[src/hdl/clue_list_text_tokenizer_assert.svh]
// Assertion macros for the clue list text tokenizer.
`ifndef CLUE_LIST_TEXT_TOKENIZER_ASSERT_SVH
`define CLUE_LIST_TEXT_TOKENIZER_ASSERT_SVH

`ifndef NO_ASSERTIONS

// Checks that prop holds at every clock edge outside reset.
`define CLTT_ASSERT(label, clk, rst_n, prop, msg) \
    label: assert property (@(posedge clk) disable iff (!rst_n) (prop)) else $error(msg);

// Checks that post holds in the cycle after pre, outside reset.
`define CLTT_ASSERT_NEXT(label, clk, rst_n, pre, post, msg) \
    label: assert property (@(posedge clk) disable iff (!rst_n) (pre) |=> (post)) \
        else $error(msg);

`else

`define CLTT_ASSERT(label, clk, rst_n, prop, msg)
`define CLTT_ASSERT_NEXT(label, clk, rst_n, pre, post, msg)

`endif

`endif

[src/hdl/cltt_pkg.sv]
// Package with the transaction types and character codes of the clue list text tokenizer.
`default_nettype none

package cltt_pkg;

    localparam int VALUE_BITS_DEF = 16;
    localparam int PARAM_VALUE_W  = 16;
    localparam int PARAM_KIND_W   = 7;

    localparam logic ACT_BYTE = 1'b0;
    localparam logic ACT_END  = 1'b1;

    localparam logic [7:0] CH_NUL    = 8'h00;
    localparam logic [7:0] CH_TAB    = 8'h09;
    localparam logic [7:0] CH_LF     = 8'h0A;
    localparam logic [7:0] CH_CR     = 8'h0D;
    localparam logic [7:0] CH_SPACE  = 8'h20;
    localparam logic [7:0] CH_HASH   = 8'h23;
    localparam logic [7:0] CH_PCT    = 8'h25;
    localparam logic [7:0] CH_STAR   = 8'h2A;
    localparam logic [7:0] CH_PLUS   = 8'h2B;
    localparam logic [7:0] CH_MINUS  = 8'h2D;
    localparam logic [7:0] CH_DOT    = 8'h2E;
    localparam logic [7:0] CH_SLASH  = 8'h2F;
    localparam logic [7:0] CH_ZERO   = 8'h30;
    localparam logic [7:0] CH_NINE   = 8'h39;
    localparam logic [7:0] CH_UPPER_A = 8'h41;
    localparam logic [7:0] CH_UPPER_Z = 8'h5A;
    localparam logic [7:0] CH_LOWER_A = 8'h61;
    localparam logic [7:0] CH_LOWER_Z = 8'h7A;
    localparam logic [7:0] CH_FILL   = 8'hFF;

    localparam logic [PARAM_KIND_W-1:0] KIND_DEFAULT = 7'h41;

    typedef struct packed {
        logic       action;
        logic [7:0] char_code;
    } t_in;

    typedef struct packed {
        logic                     section;
        logic                     param_valid;
        logic [PARAM_VALUE_W-1:0] param_value;
        logic [PARAM_KIND_W-1:0]  param_kind;
        logic                     line_end;
    } t_out;

endpackage

`default_nettype wire

[src/hdl/clue_list_text_tokenizer.sv]
// Top level of the clue list text tokenizer: input register, token logic and result register.
`default_nettype none

// The block takes one text byte (or an end-of-text marker) per transaction and can accept a new
// transaction every cycle while o_stall is low. Each transaction is held in an input register,
// decoded and folded into the token state by combinational logic, and its result, if any, is
// then placed in an output register, so a result passes through the input register and then
// the output register. The token value is accumulated with a multiply-by-ten add that saturates
// at 2^VALUE_BITS - 1; param_value carries its low 16 bits. Bytes that produce no result are
// consumed without occupying the output register.

`include "clue_list_text_tokenizer_assert.svh"

module clue_list_text_tokenizer #(
    parameter int VALUE_BITS = cltt_pkg::VALUE_BITS_DEF
) (
    input  wire logic           i_clk,
    input  wire logic           i_rst_n,
    input  wire logic           i_valid,
    output logic                o_stall,
    input  wire cltt_pkg::t_in  i_data,
    output logic                o_valid,
    input  wire logic           i_stall,
    output cltt_pkg::t_out      o_data
);

    localparam int ACC_W = VALUE_BITS + 4;
    localparam logic [ACC_W-1:0] VALUE_MAX = {4'b0, {VALUE_BITS{1'b1}}};

    logic                  r_in_valid;
    cltt_pkg::t_in         r_in;
    logic                  r_out_valid;
    cltt_pkg::t_out        r_out;

    logic                  r_rows;
    logic                  r_comment;
    logic                  r_tok_started;
    logic [cltt_pkg::PARAM_KIND_W-1:0] r_tok_kind;
    logic [VALUE_BITS-1:0] r_tok_value;
    logic                  r_tok_has_digit;
    logic                  r_tok_bad;
    logic                  r_tok_term;
    logic                  r_line_has;

    logic                  n_rows;
    logic                  n_comment;
    logic                  n_tok_started;
    logic [cltt_pkg::PARAM_KIND_W-1:0] n_tok_kind;
    logic [VALUE_BITS-1:0] n_tok_value;
    logic                  n_tok_has_digit;
    logic                  n_tok_bad;
    logic                  n_tok_term;
    logic                  n_line_has;
    cltt_pkg::t_out        n_out;
    logic                  n_emit;

    logic                  process;
    logic                  in_accept;
    logic [7:0]            c;
    logic                  tok_ok;
    logic                  is_letter;
    logic                  is_digit;
    logic [ACC_W-1:0]      acc_ext;
    logic [ACC_W-1:0]      acc_sum;
    logic [VALUE_BITS+cltt_pkg::PARAM_VALUE_W-1:0] value_wide;

    assign process   = r_in_valid && (!r_out_valid || !i_stall);
    assign o_stall   = r_in_valid && !process;
    assign in_accept = i_valid && !o_stall;
    assign o_valid   = r_out_valid;
    assign o_data    = r_out;

    assign c         = r_in.char_code;
    assign tok_ok    = r_tok_has_digit && !r_tok_bad;
    assign is_letter = ((c >= cltt_pkg::CH_UPPER_A) && (c <= cltt_pkg::CH_UPPER_Z)) ||
                       ((c >= cltt_pkg::CH_LOWER_A) && (c <= cltt_pkg::CH_LOWER_Z));
    assign is_digit  = (c >= cltt_pkg::CH_ZERO) && (c <= cltt_pkg::CH_NINE);
    assign acc_ext   = {4'b0, r_tok_value};
    assign acc_sum   = (acc_ext << 3) + (acc_ext << 1) + {{(ACC_W-4){1'b0}}, c[3:0]};
    assign value_wide = {{cltt_pkg::PARAM_VALUE_W{1'b0}}, r_tok_value};

    always_comb begin
        logic close_tok;
        logic close_ln;

        close_tok = 1'b0;
        close_ln  = 1'b0;

        n_rows          = r_rows;
        n_comment       = r_comment;
        n_tok_started   = r_tok_started;
        n_tok_kind      = r_tok_kind;
        n_tok_value     = r_tok_value;
        n_tok_has_digit = r_tok_has_digit;
        n_tok_bad       = r_tok_bad;
        n_tok_term      = r_tok_term;
        n_line_has      = r_line_has;

        if (r_in.action == cltt_pkg::ACT_END) begin
            close_ln  = 1'b1;
            n_rows    = 1'b0;
            n_comment = 1'b0;
        end else if ((c == cltt_pkg::CH_HASH) || (c == cltt_pkg::CH_PCT) ||
                     (c == cltt_pkg::CH_STAR)) begin
            close_ln  = 1'b1;
            n_comment = 1'b1;
        end else if ((c == cltt_pkg::CH_LF) || (c == cltt_pkg::CH_CR)) begin
            close_ln  = 1'b1;
            n_comment = 1'b0;
        end else if (!r_comment) begin
            if ((c == cltt_pkg::CH_SLASH) || (c == cltt_pkg::CH_PLUS) ||
                (c == cltt_pkg::CH_MINUS)) begin
                close_ln = 1'b1;
                n_rows   = 1'b1;
                if (c == cltt_pkg::CH_MINUS) begin
                    n_comment = 1'b1;
                end
            end else if ((c == cltt_pkg::CH_SPACE) || (c == cltt_pkg::CH_TAB) ||
                         (c == cltt_pkg::CH_DOT)) begin
                close_tok = 1'b1;
            end else if ((c != cltt_pkg::CH_FILL) && !r_tok_term) begin
                n_tok_started = 1'b1;
                if (c == cltt_pkg::CH_NUL) begin
                    n_tok_term = 1'b1;
                end else if (!r_tok_started && is_letter) begin
                    n_tok_kind = c[cltt_pkg::PARAM_KIND_W-1:0];
                end else if (is_digit) begin
                    n_tok_has_digit = 1'b1;
                    n_tok_value = (acc_sum > VALUE_MAX) ? {VALUE_BITS{1'b1}}
                                                        : acc_sum[VALUE_BITS-1:0];
                end else begin
                    n_tok_bad = 1'b1;
                end
            end
        end

        n_out.section     = r_rows;
        n_out.param_valid = 1'b0;
        n_out.param_value = '0;
        n_out.param_kind  = cltt_pkg::KIND_DEFAULT;
        n_out.line_end    = 1'b0;

        if (close_tok || close_ln) begin
            if (tok_ok) begin
                n_out.param_valid = 1'b1;
                n_out.param_value = value_wide[cltt_pkg::PARAM_VALUE_W-1:0];
                n_out.param_kind  = r_tok_kind;
            end
            n_tok_started   = 1'b0;
            n_tok_kind      = cltt_pkg::KIND_DEFAULT;
            n_tok_value     = '0;
            n_tok_has_digit = 1'b0;
            n_tok_bad       = 1'b0;
            n_tok_term      = 1'b0;
            if (close_ln) begin
                n_out.line_end = tok_ok || r_line_has;
                n_line_has     = 1'b0;
            end else begin
                n_line_has = r_line_has || tok_ok;
            end
        end

        n_emit = n_out.param_valid || n_out.line_end;
    end

    always_ff @(posedge i_clk) begin
        if (!i_rst_n) begin
            r_in_valid      <= 1'b0;
            r_out_valid     <= 1'b0;
            r_rows          <= 1'b0;
            r_comment       <= 1'b0;
            r_tok_started   <= 1'b0;
            r_tok_kind      <= cltt_pkg::KIND_DEFAULT;
            r_tok_value     <= '0;
            r_tok_has_digit <= 1'b0;
            r_tok_bad       <= 1'b0;
            r_tok_term      <= 1'b0;
            r_line_has      <= 1'b0;
        end else begin
            if (in_accept) begin
                r_in_valid <= 1'b1;
            end else if (process) begin
                r_in_valid <= 1'b0;
            end

            if (process && n_emit) begin
                r_out_valid <= 1'b1;
            end else if (r_out_valid && !i_stall) begin
                r_out_valid <= 1'b0;
            end

            if (process) begin
                r_rows          <= n_rows;
                r_comment       <= n_comment;
                r_tok_started   <= n_tok_started;
                r_tok_kind      <= n_tok_kind;
                r_tok_value     <= n_tok_value;
                r_tok_has_digit <= n_tok_has_digit;
                r_tok_bad       <= n_tok_bad;
                r_tok_term      <= n_tok_term;
                r_line_has      <= n_line_has;
            end
        end
    end

    always_ff @(posedge i_clk) begin
        if (in_accept) begin
            r_in <= i_data;
        end
        if (process && n_emit) begin
            r_out <= n_out;
        end
    end

    `CLTT_ASSERT(a_out_not_empty, i_clk, i_rst_n,
        !o_valid || o_data.param_valid || o_data.line_end,
        "Result transaction carries neither a clue nor a line end.")
    `CLTT_ASSERT(a_idle_fields, i_clk, i_rst_n,
        !o_valid || o_data.param_valid || ((o_data.param_value == '0) &&
        (o_data.param_kind == cltt_pkg::KIND_DEFAULT)),
        "Clue fields are not at their idle values without a clue.")
    `CLTT_ASSERT(a_empty_token, i_clk, i_rst_n,
        r_tok_started || ((r_tok_value == '0) && !r_tok_has_digit && !r_tok_bad && !r_tok_term),
        "Token state is set while no token is started.")
    `CLTT_ASSERT_NEXT(a_end_resets, i_clk, i_rst_n,
        process && (r_in.action == cltt_pkg::ACT_END),
        !r_rows && !r_comment && !r_line_has && !r_tok_started,
        "End of text did not return the tokenizer to its start state.")

endmodule

`default_nettype wire

[config.mk]
export PLATFORM = sky130hd
export DESIGN_NAME = clue_list_text_tokenizer
export DESIGN_NICKNAME = d
export VERILOG_FILES = /design/src/hdl/cltt_pkg.sv /design/src/hdl/clue_list_text_tokenizer.sv
export VERILOG_INCLUDE_DIRS = /design/src /design/src/hdl
export SDC_FILE = /design/constraint.sdc
export NUM_CORES = 1
export LEC_CHECK = 0
export BUFFER_PORTS_ARGS = -buffer_cell sky130_fd_sc_hd__buf_4
export CORE_ASPECT_RATIO = 1.4
export CORE_MARGIN = 2
export CORE_UTILIZATION = 45
export DETAILED_ROUTE_END_ITERATION = 6
export MAX_ROUTING_LAYER = met4
export PLACE_DENSITY = 0.76
export SLEW_MARGIN = 20
export SYNTH_ARGS = -nofsm -noshare
export SYNTH_HDL_FRONTEND = slang
export SYNTH_SLANG_ARGS = --single-unit
[constraint.sdc]
create_clock -name i_clk -period 4.1 [get_ports i_clk]
set_input_delay 0.205 -clock i_clk [delete_from_list [all_inputs] [get_ports i_clk]]
set_output_delay 0.205 -clock i_clk [all_outputs]
set_load 0.1 [all_outputs]
* Word level (Yosys, flattened, before mapping)
Index checks and enable logic that the tools add are counted.
Cells by class: reductions and logical operators 46, add/sub/neg operators 2, $lt $le $gt $ge 7, shift-type cells 0, equal/unequal tests 24, multipliers 0, bitwise gates (word level) 0, multiplexer cells 91, divide/modulo/power cells 0
Operators by type and width (number):
- 2-to-1 mux 16 bit | 12
- 2-to-1 mux 7 bit | 10
- 2-to-1 mux 1 bit | 67
- == test 8 x 6 -> 1 bit (second input constant) | 8
- 2-to-1 mux 25 bit | 1
- == test 8 x 4 -> 1 bit (second input constant) | 3
- 2-to-1 mux 24 bit | 1
- AND reduction 11 bit | 2
- adder 19 x 17 -> 20 bit | 1
- adder 20 x 4 -> 20 bit | 1
- greater-than comparator 20 x 16 -> 1 bit (second input constant) | 1
- != test 2 x 1 -> 1 bit (second input constant) | 9
- greater-or-equal comparator 8 x 7 -> 1 bit (second input constant) | 2
- <= comparator 8 x 7 -> 1 bit (second input constant) | 2
- nonzero test 2 bit | 7
- logical OR 1 bit | 12
- logical AND 1 bit | 11
- AND reduction 10 bit | 1
- AND reduction 9 bit | 1
- greater-or-equal comparator 8 x 6 -> 1 bit (second input constant) | 1
- <= comparator 8 x 6 -> 1 bit (second input constant) | 1
- logical NOT 8 bit | 1
- != test 8 bit (second input constant) | 1
- AND reduction 8 bit | 1
- 4 further kinds | 13
Storage, ports and cells: output and inout port bits 28, latch bits 0, input bits 13, register bits 67, bits in read-only memories 0, memories 0, logic and storage cells 188, RAM bits 0

* Longest topological paths before layout
depth after elaboration 15, gate-level depth with buffers 11, depth with buffers taken out 10

* Worst setup path after synthesis
No wires, ideal clock.
path kind register to register, start point reg r_in (netlist bit c[3]), end point reg r_out (netlist bit o_data[0]) (enable), setup time 0.409 ns, buffers on the path 0, period minus slack after synthesis 3.449 ns, arrival 3.040 ns, slack 0.651 ns, cell stages (with the launch flop) 8, data required time 3.691 ns, cells stage by stage edfxtp_1 -> or4b_1 -> a21oi_1 -> o211ai_2 -> o211ai_4 -> and2b_1 -> o21ba_2 -> nor2_1
Between the ends: longest elaborated chain between the ends 13, elaborated cells on any way between the ends 34, classes of those cells eq/ne (11); mux (13); reduce/logical (10)
RTL lines:
- start, declared | RTL line clue_list_text_tokenizer.sv:31 | cltt_pkg::t_in r_in;
- start signal, assigned | RTL line clue_list_text_tokenizer.sv:208 | r_in <= i_data;
- == test 8 x 6 -> 1 bit or == test 8 x 4 -> 1 bit (tied branches) | RTL line clue_list_text_tokenizer.sv:118 | end else if ((c == cltt_pkg::CH_SPACE) || (c == cltt_pkg::CH_TAB) ||
- logical OR 1 bit (2 in a row) | RTL line clue_list_text_tokenizer.sv:118
- 2-to-1 mux 1 bit | RTL line clue_list_text_tokenizer.sv:118
- 2-to-1 mux 1 bit | RTL line clue_list_text_tokenizer.sv:111 | if ((c == cltt_pkg::CH_SLASH) || (c == cltt_pkg::CH_PLUS) ||
- 2-to-1 mux 1 bit | RTL line clue_list_text_tokenizer.sv:110 | end else if (!r_comment) begin
- 2-to-1 mux 1 bit | RTL line clue_list_text_tokenizer.sv:107 | end else if ((c == cltt_pkg::CH_LF) || (c == cltt_pkg::CH_CR)) begin
- 2-to-1 mux 1 bit | RTL line clue_list_text_tokenizer.sv:103 | end else if ((c == cltt_pkg::CH_HASH) || (c == cltt_pkg::CH_PCT) ||
- 2-to-1 mux 1 bit | RTL line clue_list_text_tokenizer.sv:99 | if (r_in.action == cltt_pkg::ACT_END) begin
- logical OR 1 bit | RTL line clue_list_text_tokenizer.sv:143 | if (close_tok || close_ln) begin
- 2-to-1 mux 25 bit * | RTL line clue_list_text_tokenizer.sv:143
- logical OR 1 bit * | RTL line clue_list_text_tokenizer.sv:163 | n_emit = n_out.param_valid || n_out.line_end;
- logical AND 1 bit * | RTL line clue_list_text_tokenizer.sv:210 | if (process && n_emit) begin
- end signal, assigned | RTL line clue_list_text_tokenizer.sv:211 | r_out <= n_out;
- end, declared | RTL line clue_list_text_tokenizer.sv:33 | cltt_pkg::t_out r_out;
Every way passes the cells marked *; elsewhere a longest branch is shown, timed or not. A chain may end at the register's enable or synchronous reset.

* Worst setup path after layout
start point reg r_in (netlist bit c[2]), end point reg r_tok_value[6]
Between the ends: longest elaborated chain between the ends 14, elaborated cells on any way between the ends 69, classes of those cells add/sub (1); order compare (7); eq/ne (20); mux (23); reduce/logical (18)
RTL lines:
- adder 20 x 4 -> 20 bit | RTL line clue_list_text_tokenizer.sv:79 | assign acc_sum = (acc_ext << 3) + (acc_ext << 1) + {{(ACC_W-4){1'b0}}, c[3:0]};
- greater-than comparator 20 x 16 -> 1 bit | RTL line clue_list_text_tokenizer.sv:129 | n_tok_value = (acc_sum > VALUE_MAX) ? {VALUE_BITS{1'b1}}
- 2-to-1 mux 16 bit | RTL line clue_list_text_tokenizer.sv:129
- 2-to-1 mux 16 bit | RTL line clue_list_text_tokenizer.sv:127 | end else if (is_digit) begin
- 2-to-1 mux 16 bit | RTL line clue_list_text_tokenizer.sv:125 | end else if (!r_tok_started && is_letter) begin
- 2-to-1 mux 16 bit | RTL line clue_list_text_tokenizer.sv:123 | if (c == cltt_pkg::CH_NUL) begin
- 2-to-1 mux 16 bit | RTL line clue_list_text_tokenizer.sv:121 | end else if ((c != cltt_pkg::CH_FILL) && !r_tok_term) begin
- 2-to-1 mux 16 bit | RTL line clue_list_text_tokenizer.sv:118
- 2-to-1 mux 16 bit | RTL line clue_list_text_tokenizer.sv:111
- 2-to-1 mux 16 bit | RTL line clue_list_text_tokenizer.sv:110
- 2-to-1 mux 16 bit | RTL line clue_list_text_tokenizer.sv:107
- 2-to-1 mux 16 bit | RTL line clue_list_text_tokenizer.sv:103
- 2-to-1 mux 16 bit | RTL line clue_list_text_tokenizer.sv:99
- 2-to-1 mux 16 bit | RTL line clue_list_text_tokenizer.sv:143
- end signal, assigned | RTL line clue_list_text_tokenizer.sv:197 | r_tok_value <= n_tok_value;
- end, declared | RTL line clue_list_text_tokenizer.sv:39 | logic [VALUE_BITS-1:0] r_tok_value;
Parallel ways exist; a longest one is shown, timed or not. The select of a mux whose other input is x is not followed.

==> qor.csv <==
metric,value,unit
status,completed,
layout cells sized above 1,18.7,%
top sig layer,met4,
total design power,1.59,mW
clock power share,50.4,%
Cell variety after synth,65,
Core Area,8250,um^2
FMAX,0.283,GHz
cells after synthesis,362,
vias in the first global route,2895,
# rows,39,
CP max stage cell,edfxtp_1,
DR iter-0 viols,258,
Vert. Die Dim,113,um
share of synthesized registers carrying an async set or reset,0,%
Cells on Worst Hold Path,1,
drt first pass iters,4,
Nets,448,
DIE AREA,9320,um^2
crit end category,register,
cell with the most instances after synthesis,edfxtp_1,
worst r2r dst,r_tok_value[6]$_SDFFE_PN0P_,
startpoint types,register,
Detailed Place HPWL,5940,um
"critical path fanouts, max",16,
register share of total power,45.3,%
FF-to-FF setup slack,0.57,ns
Ports,41,
first-pass GRT wire length,13200,um
clk buf depth,2,
max-slew violations,0,
"Arr. time, crit path",3.72,ns
vias per cell,5.80,
Hold Path Origin,i_data[2],
hold_buf cts,0,
die width,82.2,um
Crit path top cell by count,ha_1,
Switching Share,20.5,%
r2r startpoint,c[2]$_DFFE_PP_,
utilization after layout,55.3,%
# H-tree levels,3,
Num CTS Buffers,9,
setup TNS,0,ns
hold endpoint,c[2]$_DFFE_PP_,
area grow syn2layout,18.5,%
GRT Total Usage,18.9,%
post_cts resized,0,
syn_nets,408,
Yosys reg bits,67,
Synth Flop Type,edfxtp_1,
Max Cap Violations,0,
routed wire length,7990,um
Worst-path clk slew,0.05,ns
sequential-to-total area share from yosys stat,43.9,%
leakage,1.89,nW
DR DRC count,0,
worst slew pin tran,0.980,ns
Post-Syn Area,3850,um^2
Clock Latency Late Sink,0.33,ns
total grt overflow,0,
type of the tightest min-delay check,primary input to register,
final worst-path cycle share,86.2,%
internal power,1.27,mW
leading area contributor after synthesis,edfxtp_1,
CTS tree,done,
Area contributors post-synth,"edfxtp_1 27%, dfxtp_1 17%, ha_1 10%, and2_1 3.9%, a32oi_1 3.6%",
postcts setup bufs,0,
Slew headroom,34.3,%
Port Buf Inserts,40,
Initial Util,46.7,%
Yosys top cell area share,27.3,%
PD cells,349,nW/um^2
largest net degree at the start of global routing,26,
yosys warns,0,
top post-synthesis cells by count,"35 x edfxtp_1, 32 x dfxtp_1, 31 x ha_1",
antenna violations before repair,0,
wl on met1,3450,um
Period minus WS final,3.53,ns
routed wire length per instance,15.7,um
Final Hold Viols,0,
final hold slack,0.0521,ns
routed via count,2951,
GP Congestion,0.933,
CP Class,register to register,
Root Driver,clkbuf_16,
met2 wire length,3980,um
clock skew,0.00351,ns
RSZ-0062 raised after global routing,false,
"EDFF count, synth",35,
dpl ws,0.636,ns
routed wl met3,379,um
Psw,327,uW
clock sinks,67,
Ant. Diodes,0,
Max stage delay on crit path,0.53,ns
Max IR drop VDD,0.000270,V
crit-path cells,ha_1 -> ha_1 -> fa_1 -> a211o_1 -> a211oi_2 -> o21bai_1 -> a21oi_1 -> nor4bb_1 -> a2111oi_4 -> buf_4 -> o21ai_0,
DRT antenna net count,0,
R2R depth,11,
Required @ worst endpoint,4.28,ns
combinational power share,4.3,%
final setup vio count,0,
Setup WS post-layout,0.566,ns
syn_area_per_cell,10.6,um^2
[layer usage]
layer / GRT usage [%] / vias to the layer above
met3: 3.24 / 19
met1: 23.2 / 1386
met2: 29.8 / 92
li1: - / 1454
met5: - / -
met4: 9.11 / 0
[power by group through the flow]
stage | Combinational (mW) | Sequential, mW | Clock, mW
after floorplan | 0.0495 | 0.732 | 0
after global placement | 0.0674 | 0.735 | 0
after detailed placement | 0.0685 | 0.736 | 0
after CTS | 0.0692 | 0.722 | 0.809
after global routing | 0.0759 | 0.723 | 0.839
final | 0.0691 | 0.722 | 0.803
[through the flow]
| stage | instances | cell area (um^2) |
|---|---|---|
| 3_5_place_dp | 493 | 4240 |
| 5_1_grt | 509 | 4560 |
| 6_report | 509 | 4560 |
| 3_3_place_gp | 493 | 4240 |
| 2_1_floorplan | 362 | 3850 |
| 4_1_cts | 509 | 4560 |
[cells in the final DEF, fill, tap and decap left out, types with 4 or more instances in the layout]
cell	instances
and3_1	5
nor2_1	15
and2_1	24
xor2_1	5
o21ai_0	19
ha_1	31
o21ai_1	11
clkbuf_16	9
edfxtp_1	35
nand3_1	4
a21o_1	8
nand2_1	18
xnor2_1	5
a22o_1	5
nor3_1	6
a21oi_1	23
inv_1	8
dfxtp_1	32
nor2b_1	7
nand2b_1	6
a32oi_1	16
buf_4	45
[state kept, by name, summed over array words and instances (netlist names), 7 cells and up]
register,count
o_data,26
r_tok_value,16
c,8
r_tok_kind,7
[critical path, delay by kind of cell (launching register included)]
family / cells / cell delay (ns)
compound gates: 6 / 1.43
fa+ha+maj: 3 / 1.03
buf+inv: 1 / 0.27
flops: 1 / 0.53
simple gates: 1 / 0.12
[logic make-up after synthesis]
kind of cell / Yosys count / synth area share (%)
flops: 67 / 43.9
mux: 3 / 0.780
fa+ha+maj: 35 / 11.6
buf+inv: 25 / 3.22
simple gates: 102 / 14.9
xor+xnor: 10 / 2.27
compound gates: 120 / 23.3
[cell type report]
cell class	instances	area, um^2
Clock buffer	9	225
Clock inverter	7	92.6
Fill cell	707	3680
Inverter	8	30.0
Multi-Input combinational cell	270	2040
Sequential cell	67	1690
Tap cell	102	128
Timing Repair Buffer	46	358
[worst max path at each step]
| stage | cells past startpoint | endpoint | start |
|---|---|---|---|
| after floorplan | 7 | o_data[0]$_DFFE_PP_ | c[3]$_DFFE_PP_ |
| after global placement | 11 | r_tok_value[8]$_SDFFE_PN0P_ | c[2]$_DFFE_PP_ |
| after detailed placement | 11 | r_tok_value[7]$_SDFFE_PN0P_ | c[2]$_DFFE_PP_ |
| after CTS | 11 | r_tok_value[6]$_SDFFE_PN0P_ | c[2]$_DFFE_PP_ |
| after global routing | 11 | r_tok_value[6]$_SDFFE_PN0P_ | c[2]$_DFFE_PP_ |
| final | 11 | r_tok_value[6]$_SDFFE_PN0P_ | c[2]$_DFFE_PP_ |
Note: power is estimated with default switching activity, not from simulation.
